`src/hdl/hcd_pkg.sv`:
```
// ----------------------------------------------------------------------------
// hcd_pkg
// Shared types, phase codes, character codes and helpers for the chunked
// transfer deframer.
// ----------------------------------------------------------------------------
package hcd_pkg;

	// Default width of the chunk size accumulator and the payload counter
	localparam int HCD_SIZE_BITS = 32;

	// Parser phases
	localparam logic [2:0] PH_LEAD  = 3'd0;
	localparam logic [2:0] PH_NUM   = 3'd1;
	localparam logic [2:0] PH_SKIP  = 3'd2;
	localparam logic [2:0] PH_DATA  = 3'd3;
	localparam logic [2:0] PH_CRLF  = 3'd4;
	localparam logic [2:0] PH_TRAIL = 3'd5;
	localparam logic [2:0] PH_DONE  = 3'd6;

	// Number prefix progress
	localparam logic [1:0] PFX_NONE   = 2'd0;
	localparam logic [1:0] PFX_ZERO   = 2'd1;
	localparam logic [1:0] PFX_HEX    = 2'd2;
	localparam logic [1:0] PFX_DIGITS = 2'd3;

	// Character codes
	localparam logic [7:0] CH_LF    = 8'h0A;
	localparam logic [7:0] CH_CR    = 8'h0D;
	localparam logic [7:0] CH_TAB   = 8'h09;
	localparam logic [7:0] CH_VT    = 8'h0B;
	localparam logic [7:0] CH_FF    = 8'h0C;
	localparam logic [7:0] CH_SPACE = 8'h20;
	localparam logic [7:0] CH_PLUS  = 8'h2B;
	localparam logic [7:0] CH_MINUS = 8'h2D;
	localparam logic [7:0] CH_LOW_X = 8'h78;
	localparam logic [7:0] CH_UP_X  = 8'h58;

	// Result kinds
	localparam logic KIND_PAYLOAD = 1'b0;
	localparam logic KIND_END     = 1'b1;

	// Line trailer char count saturation limit
	localparam logic [1:0] LINE_CHARS_MAX = 2'd3;

	// Narrow parser state carried between bytes
	typedef struct packed {
		logic [2:0] phase;
		logic       size_negative;
		logic [1:0] prefix_progress;
		logic       crlf_count;
		logic [1:0] line_chars;
		logic       line_first_cr;
	} hcd_ctrl_t;

	// One result transaction
	typedef struct packed {
		logic [7:0] data_byte;
		logic       kind;
		logic       chunk_end;
	} hcd_res_t;

	// Decode a hex digit: bit 4 is the valid flag, bits 3:0 the value
	function automatic logic [4:0] hex_decode(input logic [7:0] c);
		logic [4:0] r;
		r = 5'd0;
		if (c >= 8'h30 && c <= 8'h39) begin
			r = {1'b1, c[3:0]};
		end else if ((c >= 8'h61 && c <= 8'h66) || (c >= 8'h41 && c <= 8'h46)) begin
			r = {1'b1, c[3:0] + 4'd9};
		end
		return r;
	endfunction

endpackage

```
`src/hdl/http_chunked_deframer_core.sv`:
```
// ----------------------------------------------------------------------------
// http_chunked_deframer_core
// HTTP/1.1 chunked transfer deframer: one body byte per transaction in,
// payload bytes and an end marker out.
// ----------------------------------------------------------------------------
// Result path: an accepted byte passes the input register, then the result
// register or its skid entry. Throughput: one byte per cycle while the output
// does not stall; the parse state updates in a single step.
// Reset: parser returns to the start of a size line, chunked mode enabled,
// all pipeline and output entries empty.
module http_chunked_deframer_core #(
	parameter int SIZE_BITS = hcd_pkg::HCD_SIZE_BITS
) (
	input  logic       clk,
	input  logic       arst_n,
	input  logic       cfg_valid,
	output logic       cfg_ready,
	input  logic       cfg_data,
	input  logic       in_valid,
	output logic       in_ready,
	input  logic [7:0] in_byte,
	output logic       out_valid,
	input  logic       out_ready,
	output logic [7:0] data_byte,
	output logic       kind,
	output logic       chunk_end
);

	logic                 enable_q;
	logic                 valid_s1;
	logic [7:0]           byte_s1;
	logic                 adv;
	logic                 buf_ready;
	hcd_pkg::hcd_ctrl_t   ctrl_q;
	hcd_pkg::hcd_ctrl_t   ctrl_nxt;
	logic [SIZE_BITS-1:0] accum_q;
	logic [SIZE_BITS-1:0] accum_nxt;
	logic [SIZE_BITS-1:0] remain_q;
	logic [SIZE_BITS-1:0] remain_nxt;
	logic                 res_valid;
	hcd_pkg::hcd_res_t    res;
	hcd_pkg::hcd_res_t    out_res;

	assign cfg_ready = 1'b1;
	assign adv       = valid_s1 && buf_ready;
	assign in_ready  = !valid_s1 || adv;

	// Configuration register
	always_ff @(posedge clk or negedge arst_n) begin
		if (!arst_n) begin
			enable_q <= 1'b1;
		end else if (cfg_valid) begin
			enable_q <= cfg_data;
		end
	end

	// Input register
	always_ff @(posedge clk or negedge arst_n) begin
		if (!arst_n) begin
			valid_s1 <= 1'b0;
		end else if (in_ready) begin
			valid_s1 <= in_valid;
		end
	end

	always_ff @(posedge clk) begin
		if (in_ready && in_valid) begin
			byte_s1 <= in_byte;
		end
	end

	// Parse state, advanced once per processed byte
	always_ff @(posedge clk or negedge arst_n) begin
		if (!arst_n) begin
			ctrl_q   <= '{phase: hcd_pkg::PH_LEAD, prefix_progress: hcd_pkg::PFX_NONE,
			              default: '0};
			accum_q  <= '0;
			remain_q <= '0;
		end else if (adv) begin
			ctrl_q   <= ctrl_nxt;
			accum_q  <= accum_nxt;
			remain_q <= remain_nxt;
		end
	end

	hcd_step #(
		.SIZE_BITS(SIZE_BITS)
	) u_step (
		.enable    (enable_q),
		.c         (byte_s1),
		.ctrl_cur  (ctrl_q),
		.accum_cur (accum_q),
		.remain_cur(remain_q),
		.ctrl_nxt  (ctrl_nxt),
		.accum_nxt (accum_nxt),
		.remain_nxt(remain_nxt),
		.res_valid (res_valid),
		.res       (res)
	);

	hcd_out_buf u_out_buf (
		.clk       (clk),
		.arst_n    (arst_n),
		.push      (adv && res_valid),
		.push_res  (res),
		.push_ready(buf_ready),
		.out_valid (out_valid),
		.out_ready (out_ready),
		.out_res   (out_res)
	);

	assign data_byte = out_res.data_byte;
	assign kind      = out_res.kind;
	assign chunk_end = out_res.chunk_end;

endmodule

```
`src/hdl/hcd_step.sv`:
```
// ----------------------------------------------------------------------------
// hcd_step
// Per-byte next-state and result logic of the chunked deframer.
// ----------------------------------------------------------------------------
module hcd_step #(
	parameter int SIZE_BITS = hcd_pkg::HCD_SIZE_BITS
) (
	input  logic                 enable,
	input  logic [7:0]           c,
	input  hcd_pkg::hcd_ctrl_t   ctrl_cur,
	input  logic [SIZE_BITS-1:0] accum_cur,
	input  logic [SIZE_BITS-1:0] remain_cur,
	output hcd_pkg::hcd_ctrl_t   ctrl_nxt,
	output logic [SIZE_BITS-1:0] accum_nxt,
	output logic [SIZE_BITS-1:0] remain_nxt,
	output logic                 res_valid,
	output hcd_pkg::hcd_res_t    res
);

	logic                 is_lf;
	logic                 is_blank;
	logic                 is_x;
	logic [4:0]           hex;
	logic                 size_term;
	logic                 accum_ovf;
	logic [SIZE_BITS-1:0] accum_shift;
	logic [SIZE_BITS-1:0] remain_dec;

	// Character classes and shared arithmetic
	assign is_lf     = (c == hcd_pkg::CH_LF);
	assign is_blank  = (c == hcd_pkg::CH_SPACE) || (c == hcd_pkg::CH_TAB) ||
	                   (c == hcd_pkg::CH_CR) || (c == hcd_pkg::CH_VT) ||
	                   (c == hcd_pkg::CH_FF);
	assign is_x      = (c == hcd_pkg::CH_LOW_X) || (c == hcd_pkg::CH_UP_X);
	assign hex       = hcd_pkg::hex_decode(c);
	assign size_term = ctrl_cur.size_negative || (accum_cur == '0);
	// accum * 16 + d overflows exactly when the top nibble is non-zero
	assign accum_ovf   = (accum_cur[SIZE_BITS-1 -: 4] != 4'd0);
	assign accum_shift = accum_ovf ? {SIZE_BITS{1'b1}} :
	                     {accum_cur[SIZE_BITS-5:0], hex[3:0]};
	assign remain_dec  = (remain_cur == '0) ? remain_cur : remain_cur - SIZE_BITS'(1);

	always_comb begin
		ctrl_nxt   = ctrl_cur;
		accum_nxt  = accum_cur;
		remain_nxt = remain_cur;
		res_valid  = 1'b0;
		res        = '0;

		priority if (ctrl_cur.phase == hcd_pkg::PH_DONE) begin
			// drop everything after the end marker
		end else if (!enable) begin
			// raw mode: pass the byte, leave the parse as it stands
			res_valid     = 1'b1;
			res.data_byte = c;
			res.kind      = hcd_pkg::KIND_PAYLOAD;
		end else begin
			unique case (ctrl_cur.phase)
				hcd_pkg::PH_LEAD, hcd_pkg::PH_NUM, hcd_pkg::PH_SKIP: begin
					priority if (is_lf) begin
						// end of size line
						if (size_term) begin
							ctrl_nxt.phase         = hcd_pkg::PH_TRAIL;
							ctrl_nxt.line_chars    = 2'd0;
							ctrl_nxt.line_first_cr = 1'b0;
						end else begin
							remain_nxt     = accum_cur;
							ctrl_nxt.phase = hcd_pkg::PH_DATA;
						end
					end else if (ctrl_cur.phase == hcd_pkg::PH_SKIP) begin
						// ignore extension and junk up to LF
					end else if (ctrl_cur.phase == hcd_pkg::PH_LEAD && is_blank) begin
						// skip leading blanks
					end else if (ctrl_cur.phase == hcd_pkg::PH_LEAD &&
					             (c == hcd_pkg::CH_PLUS || c == hcd_pkg::CH_MINUS)) begin
						ctrl_nxt.size_negative = (c == hcd_pkg::CH_MINUS);
						ctrl_nxt.phase         = hcd_pkg::PH_NUM;
					end else if (ctrl_cur.prefix_progress == hcd_pkg::PFX_ZERO && is_x) begin
						ctrl_nxt.prefix_progress = hcd_pkg::PFX_HEX;
						ctrl_nxt.phase           = hcd_pkg::PH_NUM;
					end else if (!hex[4]) begin
						ctrl_nxt.phase = hcd_pkg::PH_SKIP;
					end else begin
						// accumulate one hex digit, saturating
						ctrl_nxt.prefix_progress =
							(ctrl_cur.prefix_progress == hcd_pkg::PFX_NONE && hex[3:0] == 4'd0) ?
							hcd_pkg::PFX_ZERO : hcd_pkg::PFX_DIGITS;
						accum_nxt      = accum_shift;
						ctrl_nxt.phase = hcd_pkg::PH_NUM;
					end
				end
				hcd_pkg::PH_DATA: begin
					// pass payload, mark the last byte of the chunk
					res_valid     = 1'b1;
					res.data_byte = c;
					res.kind      = hcd_pkg::KIND_PAYLOAD;
					remain_nxt    = remain_dec;
					if (remain_dec == '0) begin
						res.chunk_end      = 1'b1;
						ctrl_nxt.phase     = hcd_pkg::PH_CRLF;
						ctrl_nxt.crlf_count = 1'b0;
					end
				end
				hcd_pkg::PH_CRLF: begin
					// drop two bytes, then start the next size line
					if (!ctrl_cur.crlf_count) begin
						ctrl_nxt.crlf_count = 1'b1;
					end else begin
						ctrl_nxt.crlf_count      = 1'b0;
						ctrl_nxt.phase           = hcd_pkg::PH_LEAD;
						ctrl_nxt.size_negative   = 1'b0;
						ctrl_nxt.prefix_progress = hcd_pkg::PFX_NONE;
						accum_nxt                = '0;
					end
				end
				hcd_pkg::PH_TRAIL: begin
					if (is_lf) begin
						if (ctrl_cur.line_chars == 2'd0 ||
						    (ctrl_cur.line_chars == 2'd1 && ctrl_cur.line_first_cr)) begin
							// empty line: emit the end marker
							ctrl_nxt.phase = hcd_pkg::PH_DONE;
							res_valid      = 1'b1;
							res.kind       = hcd_pkg::KIND_END;
						end else begin
							ctrl_nxt.line_chars    = 2'd0;
							ctrl_nxt.line_first_cr = 1'b0;
						end
					end else begin
						if (ctrl_cur.line_chars == 2'd0) begin
							ctrl_nxt.line_first_cr = (c == hcd_pkg::CH_CR);
						end
						if (ctrl_cur.line_chars < hcd_pkg::LINE_CHARS_MAX) begin
							ctrl_nxt.line_chars = ctrl_cur.line_chars + 2'd1;
						end
					end
				end
				default: begin
					// unused phase code: drop the byte
				end
			endcase
		end
	end

endmodule

```
`src/hdl/hcd_out_buf.sv`:
```
// ----------------------------------------------------------------------------
// hcd_out_buf
// Result register with a skid entry, so that upstream ready is registered.
// ----------------------------------------------------------------------------
module hcd_out_buf (
	input  logic              clk,
	input  logic              arst_n,
	input  logic              push,
	input  hcd_pkg::hcd_res_t push_res,
	output logic              push_ready,
	output logic              out_valid,
	input  logic              out_ready,
	output hcd_pkg::hcd_res_t out_res
);

	logic              main_valid_q;
	logic              skid_valid_q;
	hcd_pkg::hcd_res_t main_q;
	hcd_pkg::hcd_res_t skid_q;

	assign push_ready = !skid_valid_q;
	assign out_valid  = main_valid_q;
	assign out_res    = main_q;

	// Control: refill the main entry from skid first, else park in skid
	always_ff @(posedge clk or negedge arst_n) begin
		if (!arst_n) begin
			main_valid_q <= 1'b0;
			skid_valid_q <= 1'b0;
		end else begin
			if (!main_valid_q || out_ready) begin
				if (skid_valid_q) begin
					main_valid_q <= 1'b1;
					skid_valid_q <= 1'b0;
				end else begin
					main_valid_q <= push;
				end
			end else if (push) begin
				skid_valid_q <= 1'b1;
			end
		end
	end

	// Payload
	always_ff @(posedge clk) begin
		if (!main_valid_q || out_ready) begin
			main_q <= skid_valid_q ? skid_q : push_res;
		end else if (push) begin
			skid_q <= push_res;
		end
	end

endmodule

```
`config.mk`:
```
export PLATFORM = sky130hd
export DESIGN_NAME = http_chunked_deframer_core
export DESIGN_NICKNAME = d
export VERILOG_FILES = /design/src/hdl/hcd_pkg.sv /design/src/hdl/http_chunked_deframer_core.sv /design/src/hdl/hcd_step.sv /design/src/hdl/hcd_out_buf.sv
export SDC_FILE = /design/constraint.sdc
export NUM_CORES = 1
export LEC_CHECK = 0
export BUFFER_PORTS_ARGS = -buffer_cell sky130_fd_sc_hd__buf_2
export CORE_MARGIN = 5
export CORE_UTILIZATION = 67
export DETAILED_ROUTE_END_ITERATION = 6
export PLACE_DENSITY_LB_ADDON = 0.12
export SYNTH_ARGS = -nofsm -noshare
export SYNTH_HDL_FRONTEND = slang
export SYNTH_SLANG_ARGS = --single-unit
```
`constraint.sdc`:
```
create_clock -name clk -period 5.3 [get_ports clk]
set_input_delay 0.795 -clock clk [delete_from_list [all_inputs] [get_ports clk]]
set_output_delay 0.795 -clock clk [all_outputs]
set_load 0.02 [all_outputs]
```
==> results of run 1 <==
state kept, by name, indices dropped and copies added (netlist names), 8 cells and up:
name	count
remain_q	32
u_out_buf.skid_q	10
accum_q	32
u_out_buf.out_res	10
ctrl_q	10
byte_s1	8
report_power, final:
part	switching, W	leakage [nW]	internal, W
clock network	0.000312	0.107	0.000209
registers	0.0000541	1.36	0.000903
logic	0.000411	1.34	0.000243
critical path: cells and delay by family (launching register included):
kind / cells / cell delay, ns
buffers and inverters: 2 / 0.30
AND/OR/NAND/NOR: 7 / 1.50
adder cells (fa/ha/maj): 1 / 0.29
AO/OA/AOI/OAI: 1 / 0.69
flip-flops: 1 / 0.47
stage by stage:
step / hold slack (ns) / util / cell area [sq um] / setup slack [ns] / total power (W)
2_1_floorplan: 0.4494 / - / 6322 / 2.370 / 0.001440
3_3_place_gp: 0.4705 / 0.7017 / 6484 / 2.091 / 0.001595
3_5_place_dp: 0.4879 / 0.7017 / 6484 / 2.054 / 0.001614
4_1_cts: 0.5137 / 0.7239 / 6689 / 1.999 / 0.002124
5_1_grt: 0.5285 / 0.7239 / 6689 / 1.696 / 0.002246
6_report: 0.5082 / 0.7239 / 6689 / 1.908 / 0.002132
cell families after synthesis:
logic type      Yosys count
mux                      12
buf+inv                  67
xor+xnor                  6
compound gates          243
other cells               1
fa+ha+maj                 9
flops                   106
simple gates            275
layer usage:
layer	up-vias	wire length, um	GRT usage
met3	31	1556	0.06261
met1	2694	7403	0.4559
met5	-	0	0
li1	2656	-	-
met4	0	340	0.07854
met2	264	7104	0.4236
layout by cell type, fill, tap and decap left out, types with 8 or more instances in the layout:
master | Yosys | final
o22a_1 | 9 | 9
dfrtp_1 | 77 | 77
a31oi_1 | 8 | 8
o21ai_0 | 118 | 118
nand4_1 | 10 | 10
a22oi_1 | 9 | 9
inv_1 | 17 | 17
and2_1 | 17 | 17
ha_1 | 9 | 9
edfxtp_1 | 28 | 28
mux2_2 | 11 | 11
nand2b_1 | 9 | 9
a21oi_1 | 43 | 43
buf_2 | 4 | 24
nor4_1 | 21 | 21
nand2_1 | 71 | 71
and3_1 | 8 | 8
nand3_1 | 13 | 11
clkbuf_8 | 0 | 9
nor3_1 | 16 | 16
buf_4 | 2 | 8
nor2_1 | 58 | 58
o31ai_1 | 9 | 8
layout make-up:
cell class	instances	share of cell area
clock buffer	10	0.02226
clock inverter	6	0.008418
sequential	106	0.4177
inverter	18	0.01010
timing repair buffer	32	0.02694
multi-input combinational	546	0.4905
tap	129	0.02413
worst max path at each step:
stage | from | end
after floorplan | remain_q[0] | u_out_buf.out_res[0]
after global placement | remain_q[0] | ctrl_q[3]
after detailed placement | remain_q[0] | ctrl_q[3]
after CTS | remain_q[0] | u_out_buf.skid_q[0]
after global routing | accum_q[30] | remain_q[13]
final | remain_q[0] | u_out_buf.skid_q[0]
==> flow_summary.json, run 1 <==
{
  "hpwl_um": 11560,
  "p_per_area_mw_per_mm2": 318.8,
  "clockRootBuffer": "clkbuf_8",
  "grt_start_max_net_pins": 79,
  "syn_to_final_growth_pct": 5.799,
  "crit_path_start_kind": "flop",
  "finalWirelength_um": 16410,
  "cellLeakagePower_nw": 2.798,
  "slew_headroom": 0.3092,
  "synth.net_count": 742,
  "fin_cells": 847,
  "whs_path_depth": 2,
  "die_y_um": 107.1,
  "fmax_ghz": 0.2948,
  "path_cells": "inv_1 -> ha_1 -> nor3b_1 -> buf_4 -> and2_1 -> and3_1 -> o41ai_1 -> nand4_1 -> nor4_1 -> and3_1 -> and2_1",
  "synth_top_area_share": 0.3048,
  "async_flop_share": 0.7358,
  "num_antenna_cells": 0,
  "arrival_ns": 3.65,
  "ios": 27,
  "core_sq_mm": 0.009240,
  "cts.sinks": 106,
  "crit_slowest_cell": "o41ai_1",
  "r2r_start": "remain_q[0]",
  "fp-row-count": 35,
  "drt_drc_violations_left": 0,
  "peakVddDrop_v": 0.0001999,
  "cts_setup_buffers": 0,
  "crit_type": "reg2reg",
  "yosys_warnings": 0,
  "synth.most_common_cell": "o21ai_0",
  "synth_ff_type": "dfrtp_1",
  "tritoncts": "built",
  "holdBufCountCts": 0,
  "fp.dieArea_sq_mm": 0.01148,
  "synth-compound-area-share": 0.2355,
  "min-delay-start": "ctrl_q[6]",
  "synthesis.area_sq_mm": 0.006322,
  "cts_resized": 0,
  "synth_top_family_by_area": "compound AO/OA/AOI/OAI gates",
  "hold_end": "ctrl_q[6]",
  "ys_seq_elements": 106,
  "place_congestion": 0.9989,
  "crit_path_max_fanout": 11,
  "setup_viol": 0,
  "finClkSkew_ns": 0.01363,
  "grt_pass1_vias": 5122,
  "cts_buffers": 9,
  "finalHoldViolations": 0,
  "rsz0062_at_grt": "no",
  "vias_per_cell": 6.665,
  "netlist-cell-type-count": 72,
  "dieWidth_um": 107.1,
  "period_needed_ns": 3.392,
  "grt.overflow.total": 0,
  "num_vias": 5645,
  "nets": 736,
  "muxShareOfSynthArea": 0.02118,
  "reg2reg_slack_ns": 1.91,
  "postSynthCellCount": 719,
  "portBuffers": 25,
  "yosysSeqAreaShare": 0.4419,
  "synth_xor_area_frac": 0.008312,
  "multi_input_area_sq_mm": 0.003281,
  "worstSetupEndpointType": "flop",
  "syn_avg_cell_area_sq_um": 8.793,
  "insertion_delay_ns": 0.39,
  "finalCritPeriodShare": 0.6400,
  "drive_gt1_frac": 0.1128,
  "yosys.area_share.simple": 0.2317,
  "routedWlPerCell_um": 19.37,
  "start_util": 0.6842,
  "regArea_sq_mm": 0.002794,
  "status": "finished, final reports clean",
  "drt_iter0_markers": 704,
  "track_usage": 0.2963,
  "antenna_found_initial": 0,
  "h-tree-depth": 3,
  "synthAdderAreaFrac": 0.01781,
  "worstMarginPinSlew_ns": 1.035,
  "hold_class": "reg2reg",
  "synth_largest_area_cell": "dfrtp_1",
  "finalMaxSlewViolations": 0,
  "grt_pass1_wl_um": 26700,
  "place_inst": 831,
  "fillers": 741,
  "synth_common_cells": "118 x o21ai_0, 77 x dfrtp_1, 71 x nand2_1",
  "slowest_delay_ns": 0.69,
  "clk_path_buf_depth": 2,
  "r2r_end": "u_out_buf.skid_q[0]",
  "path_clk_slew_ns": 0.11,
  "synth_area_leaders": "dfrtp_1 30%, edfxtp_1 13%, o21ai_0 9.3%, nand2_1 4.2%, nor2_1 3.4%",
  "setup_tns_ns": 0,
  "synth-edff-count": 28,
  "max_cap_violations": 0,
  "detail-route-antenna-nets": 0,
  "drt_pass1_iterations": 5,
  "worstRegToRegCells": 11,
  "crit_required_ns": 5.55
}
No activity file was read; power rests on OpenSTA's default activity.
==> run 2, diff against run 1 <==
--- a/config.mk
+++ b/config.mk
@@ -7,7 +7,7 @@
 export LEC_CHECK = 0
 export BUFFER_PORTS_ARGS = -buffer_cell sky130_fd_sc_hd__buf_2
 export CORE_MARGIN = 5
-export CORE_UTILIZATION = 67
+export CORE_UTILIZATION = 62
 export DETAILED_ROUTE_END_ITERATION = 6
 export PLACE_DENSITY_LB_ADDON = 0.12
 export SYNTH_ARGS = -nofsm -noshare
==> constraint.sdc (replaced) <==
create_clock -name clk -period 3.3 [get_ports clk]
set_input_delay 0.495 -clock clk [delete_from_list [all_inputs] [get_ports clk]]
set_output_delay 0.495 -clock clk [all_outputs]
set_load 0.02 [all_outputs]
==> run 2 against run 1 <==
Compared with the run above: hold slack got worse by 0.26 ns; critical path depth fell by 3; design area up 3.8%; non-clock buffer count grew 28; die area up 7.3%; clock skew down 0.0049 ns; sequential cell count unchanged; power grew 63%; setup slack worse by 1.7 ns; cell count up 3.9%; critical endpoint is now ctrl_q[3]; largest power group unchanged.
==> flow_summary.json, run 2 (synthesis results as in run 1) <==
{
  "num_antenna_cells": 0,
  "worstSetupEndpointType": "flop",
  "post-route-util": 0.7038,
  "syn_to_final_growth_pct": 9.816,
  "die_y_um": 111.0,
  "routedWlPerCell_um": 20.34,
  "holdBufCountCts": 0,
  "grt_start_max_net_pins": 79,
  "drt_iter0_markers": 765,
  "grt_pass1_vias": 5364,
  "nets": 765,
  "critical_path_depth": 8,
  "p_seq_frac": 0.437,
  "crit_buf_inv": 0,
  "track_usage": 0.2841,
  "path_cells": "nor3_1 -> nand3_1 -> or4_4 -> xor2_2 -> o21ai_0 -> nor4_2 -> nand4_1 -> and3_1",
  "crit_slowest_cell": "or4_4",
  "reg2reg_slack_ns": 0.18,
  "peakVddDrop_v": 0.0003445,
  "start_util": 0.6409,
  "clk_path_buf_depth": 2,
  "placed_cell_area_sq_mm": 0.006704,
  "hold_slack_ns": 0.2506,
  "crit_path_max_fanout": 7,
  "arrival_ns": 3.40,
  "finalWirelength_um": 17900,
  "drt_pass1_iterations": 5,
  "insertion_delay_ns": 0.39,
  "setup_viol": 0,
  "comb_power_share": 0.339,
  "drive_gt1_frac": 0.1539,
  "crit_type": "reg2reg",
  "antenna_found_initial": 0,
  "finalHoldViolations": 0,
  "max_cap_violations": 0,
  "cts.sinks": 106,
  "final_common_cell": "o21ai_0",
  "slew_headroom": 0.1288,
  "tritoncts": "built",
  "fp.dieArea_sq_mm": 0.01232,
  "critPathCapture": "ctrl_q[3]",
  "finalMaxSlewViolations": 0,
  "cellLeakagePower_nw": 2.934,
  "core_sq_mm": 0.009864,
  "cts_buffers": 9,
  "grt.overflow.total": 0,
  "path_delay_family": "simple AND/OR/NAND/NOR gates",
  "crit_path_start_kind": "flop",
  "num_vias": 5904,
  "grt_pass1_wl_um": 28330,
  "clockRootBuffer": "clkbuf_8",
  "vias_per_cell": 6.709,
  "finClkSkew_ns": 0.008718,
  "finalCritPeriodShare": 0.9458,
  "switching_power_w": 0.001247,
  "dieWidth_um": 111.0,
  "r2r_end": "ctrl_q[3]",
  "crit_required_ns": 3.58,
  "place_congestion": 0.9913,
  "p_int_w": 0.002226,
  "path_clk_slew_ns": 0.10,
  "ios": 27,
  "drt_drc_violations_left": 0,
  "hpwl_um": 12540,
  "r2r_start": "remain_q[10]",
  "hold_class": "in2async",
  "fp-row-count": 36,
  "detail-route-antenna-nets": 0,
  "reg.largest.list": "accum_q x32, remain_q x32",
  "portBuffers": 25,
  "worstRegToRegCells": 8,
  "fmax_ghz": 0.3204,
  "period_needed_ns": 3.121,
  "p_clk_frac": 0.224,
  "slowest_delay_ns": 0.63,
  "setup_tns_ns": 0,
  "p_per_area_mw_per_mm2": 500.2,
  "crit_start": "remain_q[10]",
  "worstMarginPinSlew_ns": 1.299,
  "final_cell_mix": "118 x o21ai_0, 77 x dfrtp_1, 71 x nand2_1",
  "final_area_sq_mm": 0.006943,
  "h-tree-depth": 3,
  "status": "finished, final reports clean",
  "swShare": 0.3590
}
## run 2: power by group through the flow
stage	clock network (W)	logic [W]	registers (W)
floorplan	0	0.000749	0.00156
global placement	0	0.00109	0.00154
detailed placement	0	0.00112	0.00154
CTS	0.000795	0.00112	0.00152
global route	0.000853	0.00128	0.00153
finish	0.000779	0.00118	0.00152
## run 2: routing by layer
layer,GRT usage,vias to the layer above,part of all wire
li1,-,2722,-
met2,0.4134,303,0.44
met3,0.06605,27,0.098
met4,0.07143,0,0.016
met1,0.4283,2852,0.44
met5,0,-,0
## run 2: worst min path at each step
stage / start / end / slack (ns) / depth (start not counted)
finish: arst_n / remain_q[3] / 0.25 / 1
global route: in_byte[3] / byte_s1[3] / 0.24 / 1
CTS: in_byte[3] / byte_s1[3] / 0.25 / 1
floorplan: arst_n / accum_q[0] / 0.20 / 0
global placement: ctrl_q[5] / ctrl_q[5] / 0.48 / 1
detailed placement: ctrl_q[5] / ctrl_q[5] / 0.47 / 1
## run 2: final cells by class
class | count | area [sq um]
Inverter | 18 | 67.56
Clock buffer | 11 | 141.4
Fill cell | 782 | 2922
Tap cell | 133 | 166.4
Sequential cell | 106 | 2794
Timing Repair Buffer | 60 | 402.9
Multi-Input combinational cell | 547 | 3326
Clock inverter | 5 | 45.04
## run 2: through the flow
| stage | setup slack [ns] | power [W] | instances |
|---|---|---|---|
| after floorplan | 0.3703 | 0.002313 | 719 |
| after global placement | 0.2765 | 0.002627 | 862 |
| after global routing | -0.006850 | 0.003658 | 880 |
| final | 0.1788 | 0.003473 | 880 |
| after detailed placement | 0.1327 | 0.002658 | 862 |
| after CTS | 0.09184 | 0.003434 | 878 |
## run 2: timing repair
action | in CTS | in global routing
setup endpoints to repair | 0 | 20
resized for setup | 0 | 6
buffers inserted | 0 | 1
==> run 3, diff against run 2 <==
--- a/config.mk
+++ b/config.mk
@@ -7,7 +7,7 @@
 export LEC_CHECK = 0
 export BUFFER_PORTS_ARGS = -buffer_cell sky130_fd_sc_hd__buf_2
 export CORE_MARGIN = 5
-export CORE_UTILIZATION = 62
+export CORE_UTILIZATION = 56
 export DETAILED_ROUTE_END_ITERATION = 6
 export PLACE_DENSITY_LB_ADDON = 0.12
 export SYNTH_ARGS = -nofsm -noshare
==> constraint.sdc (replaced) <==
create_clock -name clk -period 2.7 [get_ports clk]
set_input_delay 0.405 -clock clk [delete_from_list [all_inputs] [get_ports clk]]
set_output_delay 0.405 -clock clk [all_outputs]
set_load 0.02 [all_outputs]
==> run 3 against run 2 <==
Compared with the run above: the flow now finishes with violations (setup timing); sequential share of layout area is 5.1 points lower; cell count is 12% higher; power is 46% higher; utilization is 2.4 points higher; register-to-register slack worse by 0.39 ns; critical path type unchanged; clock skew is 0.0026 ns higher; design area is 15% higher.
==> flow_summary.json, run 3 (synthesis results as in run 1) <==
{
  "track_usage": 0.2997,
  "cellLeakagePower_nw": 3.526,
  "tritoncts": "built",
  "die_y_um": 116.3,
  "h-tree-depth": 3,
  "drt_drc_violations_left": 0,
  "antenna_found_initial": 0,
  "drive_gt1_frac": 0.2808,
  "num_antenna_cells": 0,
  "final_cell_mix": "129 x buf_4, 114 x o21ai_0, 77 x dfrtp_1",
  "crit_path_max_fanout": 4,
  "routed.top_layer": "met4",
  "insertion_delay_ns": 0.36,
  "holdBufCountCts": 0,
  "fmax_ghz": 0.3437,
  "crit_type": "reg2reg",
  "peakVddDrop_v": 0.0004989,
  "setup_ws_ns": -0.2093,
  "max_cap_violations": 0,
  "drt_pass1_iterations": 6,
  "hold_slack_ns": 0.03676,
  "routedWlPerCell_um": 19.81,
  "reg.largest.list": "accum_q x32, remain_q x32",
  "regArea_sq_mm": 0.002794,
  "clockRootBuffer": "clkbuf_16",
  "grt_pass1_vias": 6059,
  "status": "finished with violations",
  "wl_met2_um": 8832,
  "worstMarginPinSlew_ns": 0.8974,
  "p_per_area_mw_per_mm2": 636.8,
  "place_ws_ns": -0.2821,
  "post-route-util": 0.7280,
  "vias_per_cell": 6.264,
  "portBuffers": 25,
  "period_needed_ns": 2.909,
  "fp.dieArea_sq_mm": 0.01352,
  "fp-row-count": 38,
  "core_sq_mm": 0.01094,
  "violations": "setup timing",
  "finalWirelength_um": 19490,
  "crit_required_ns": 2.93,
  "cts.sinks": 106,
  "grt_start_max_net_pins": 45,
  "grt_pass1_wl_um": 31390,
  "arrival_ns": 3.14,
  "wl_met3_um": 1531,
  "drt-met1-wl_um": 8732,
  "dieWidth_um": 116.3,
  "crit_path_start_kind": "flop",
  "worstSetupEndpointType": "flop",
  "nets": 862,
  "setup_viol": 5,
  "ios": 27,
  "detail-route-antenna-nets": 0,
  "start_util": 0.5781,
  "grt.overflow.total": 0,
  "path_clk_slew_ns": 0.08,
  "num_vias": 6164,
  "multi_input_area_sq_mm": 0.003475,
  "syn_to_final_growth_pct": 25.93,
  "hold_class": "in2async",
  "finalCritPeriodShare": 1.078,
  "setup_tns_ns": -0.8814,
  "drt_iter0_markers": 636,
  "fillers": 833,
  "finClkSkew_ns": 0.01133,
  "final_common_cell": "buf_4",
  "slew_headroom": 0.4018,
  "place_congestion": 0.9793,
  "rsz0062_at_grt": "yes",
  "clk_path_buf_depth": 2,
  "finalHoldViolations": 0,
  "hpwl_um": 14210,
  "cts_buffers": 9,
  "finalMaxSlewViolations": 0
}
## run 3: changes by cell type in the layout (fill, tap and decap cells not counted), moves of 4 or more
cell and delta:
clkbuf_8 -10, buf_4 +94, o21ai_0 -4, o21ai_1 +4, clkbuf_16 +9
## run 3: timing repair
action                                  CTS  global route
setup buffers                             2             9
endpoints found under the setup margin    8            48
pin swaps                                 5             5
gates resized for setup                  14            27
## run 3: worst paths after layout
path | startpoint | endpoint | slack [ns] | depth (start not counted)
min in group clk | in_byte[5] | byte_s1[5] | 0.22 | 1
hold reg to reg | ctrl_q[5] | ctrl_q[5] | 0.50 | 1
hold / removal | arst_n | remain_q[24] | 0.04 | 1
setup reg to reg | remain_q[28] | u_out_buf.out_res[0] | -0.21 | 11
max in group asynchronous | arst_n | enable_q | 1.98 | 2
setup / recovery | remain_q[28] | u_out_buf.out_res[0] | -0.21 | 11
## run 3: area by class of cell
type | instances | area share
clock inverters | 7 | 0.007858
clock buffers | 9 | 0.02829
well taps | 140 | 0.02200
flip-flops and latches | 106 | 0.3509
repair buffers | 158 | 0.1460
inverters | 18 | 0.008487
multi-input cells | 546 | 0.4364
## run 3: metrics by stage
step                      area [sq um]  std cells  total power (W)
after floorplan                   6334        719         0.002829
after global placement            7393        957         0.003534
after detailed placement          7393        957         0.003565
after CTS                         7769        975         0.004932
after global routing              7961        984         0.005291
final                             7961        984         0.005070
## run 3: power breakdown
group	internal, W	switching [W]	leakage (nW)
Combinational	0.000911	0.00101	2.03
Clock	0.000644	0.000657	0.143
Sequential	0.00177	0.0000716	1.36
## run 3: routing by layer
metal	up-vias	GRT usage
met5	-	0
met3	34	0.07254
met2	248	0.4565
li1	2911	-
met4	0	0.09513
met1	2971	0.4241
## run 3: critical path, cell delays in order (launching register included)
cell and delay (ns):
dfrtp_1 0.44, or4_4 0.54, buf_4 0.17, nand2b_4 0.15
nor4_2 0.33, buf_4 0.18, and2_4 0.14, o21ai_1 0.07
nor4_2 0.29, buf_4 0.15, and3_4 0.16, a31o_1 0.15
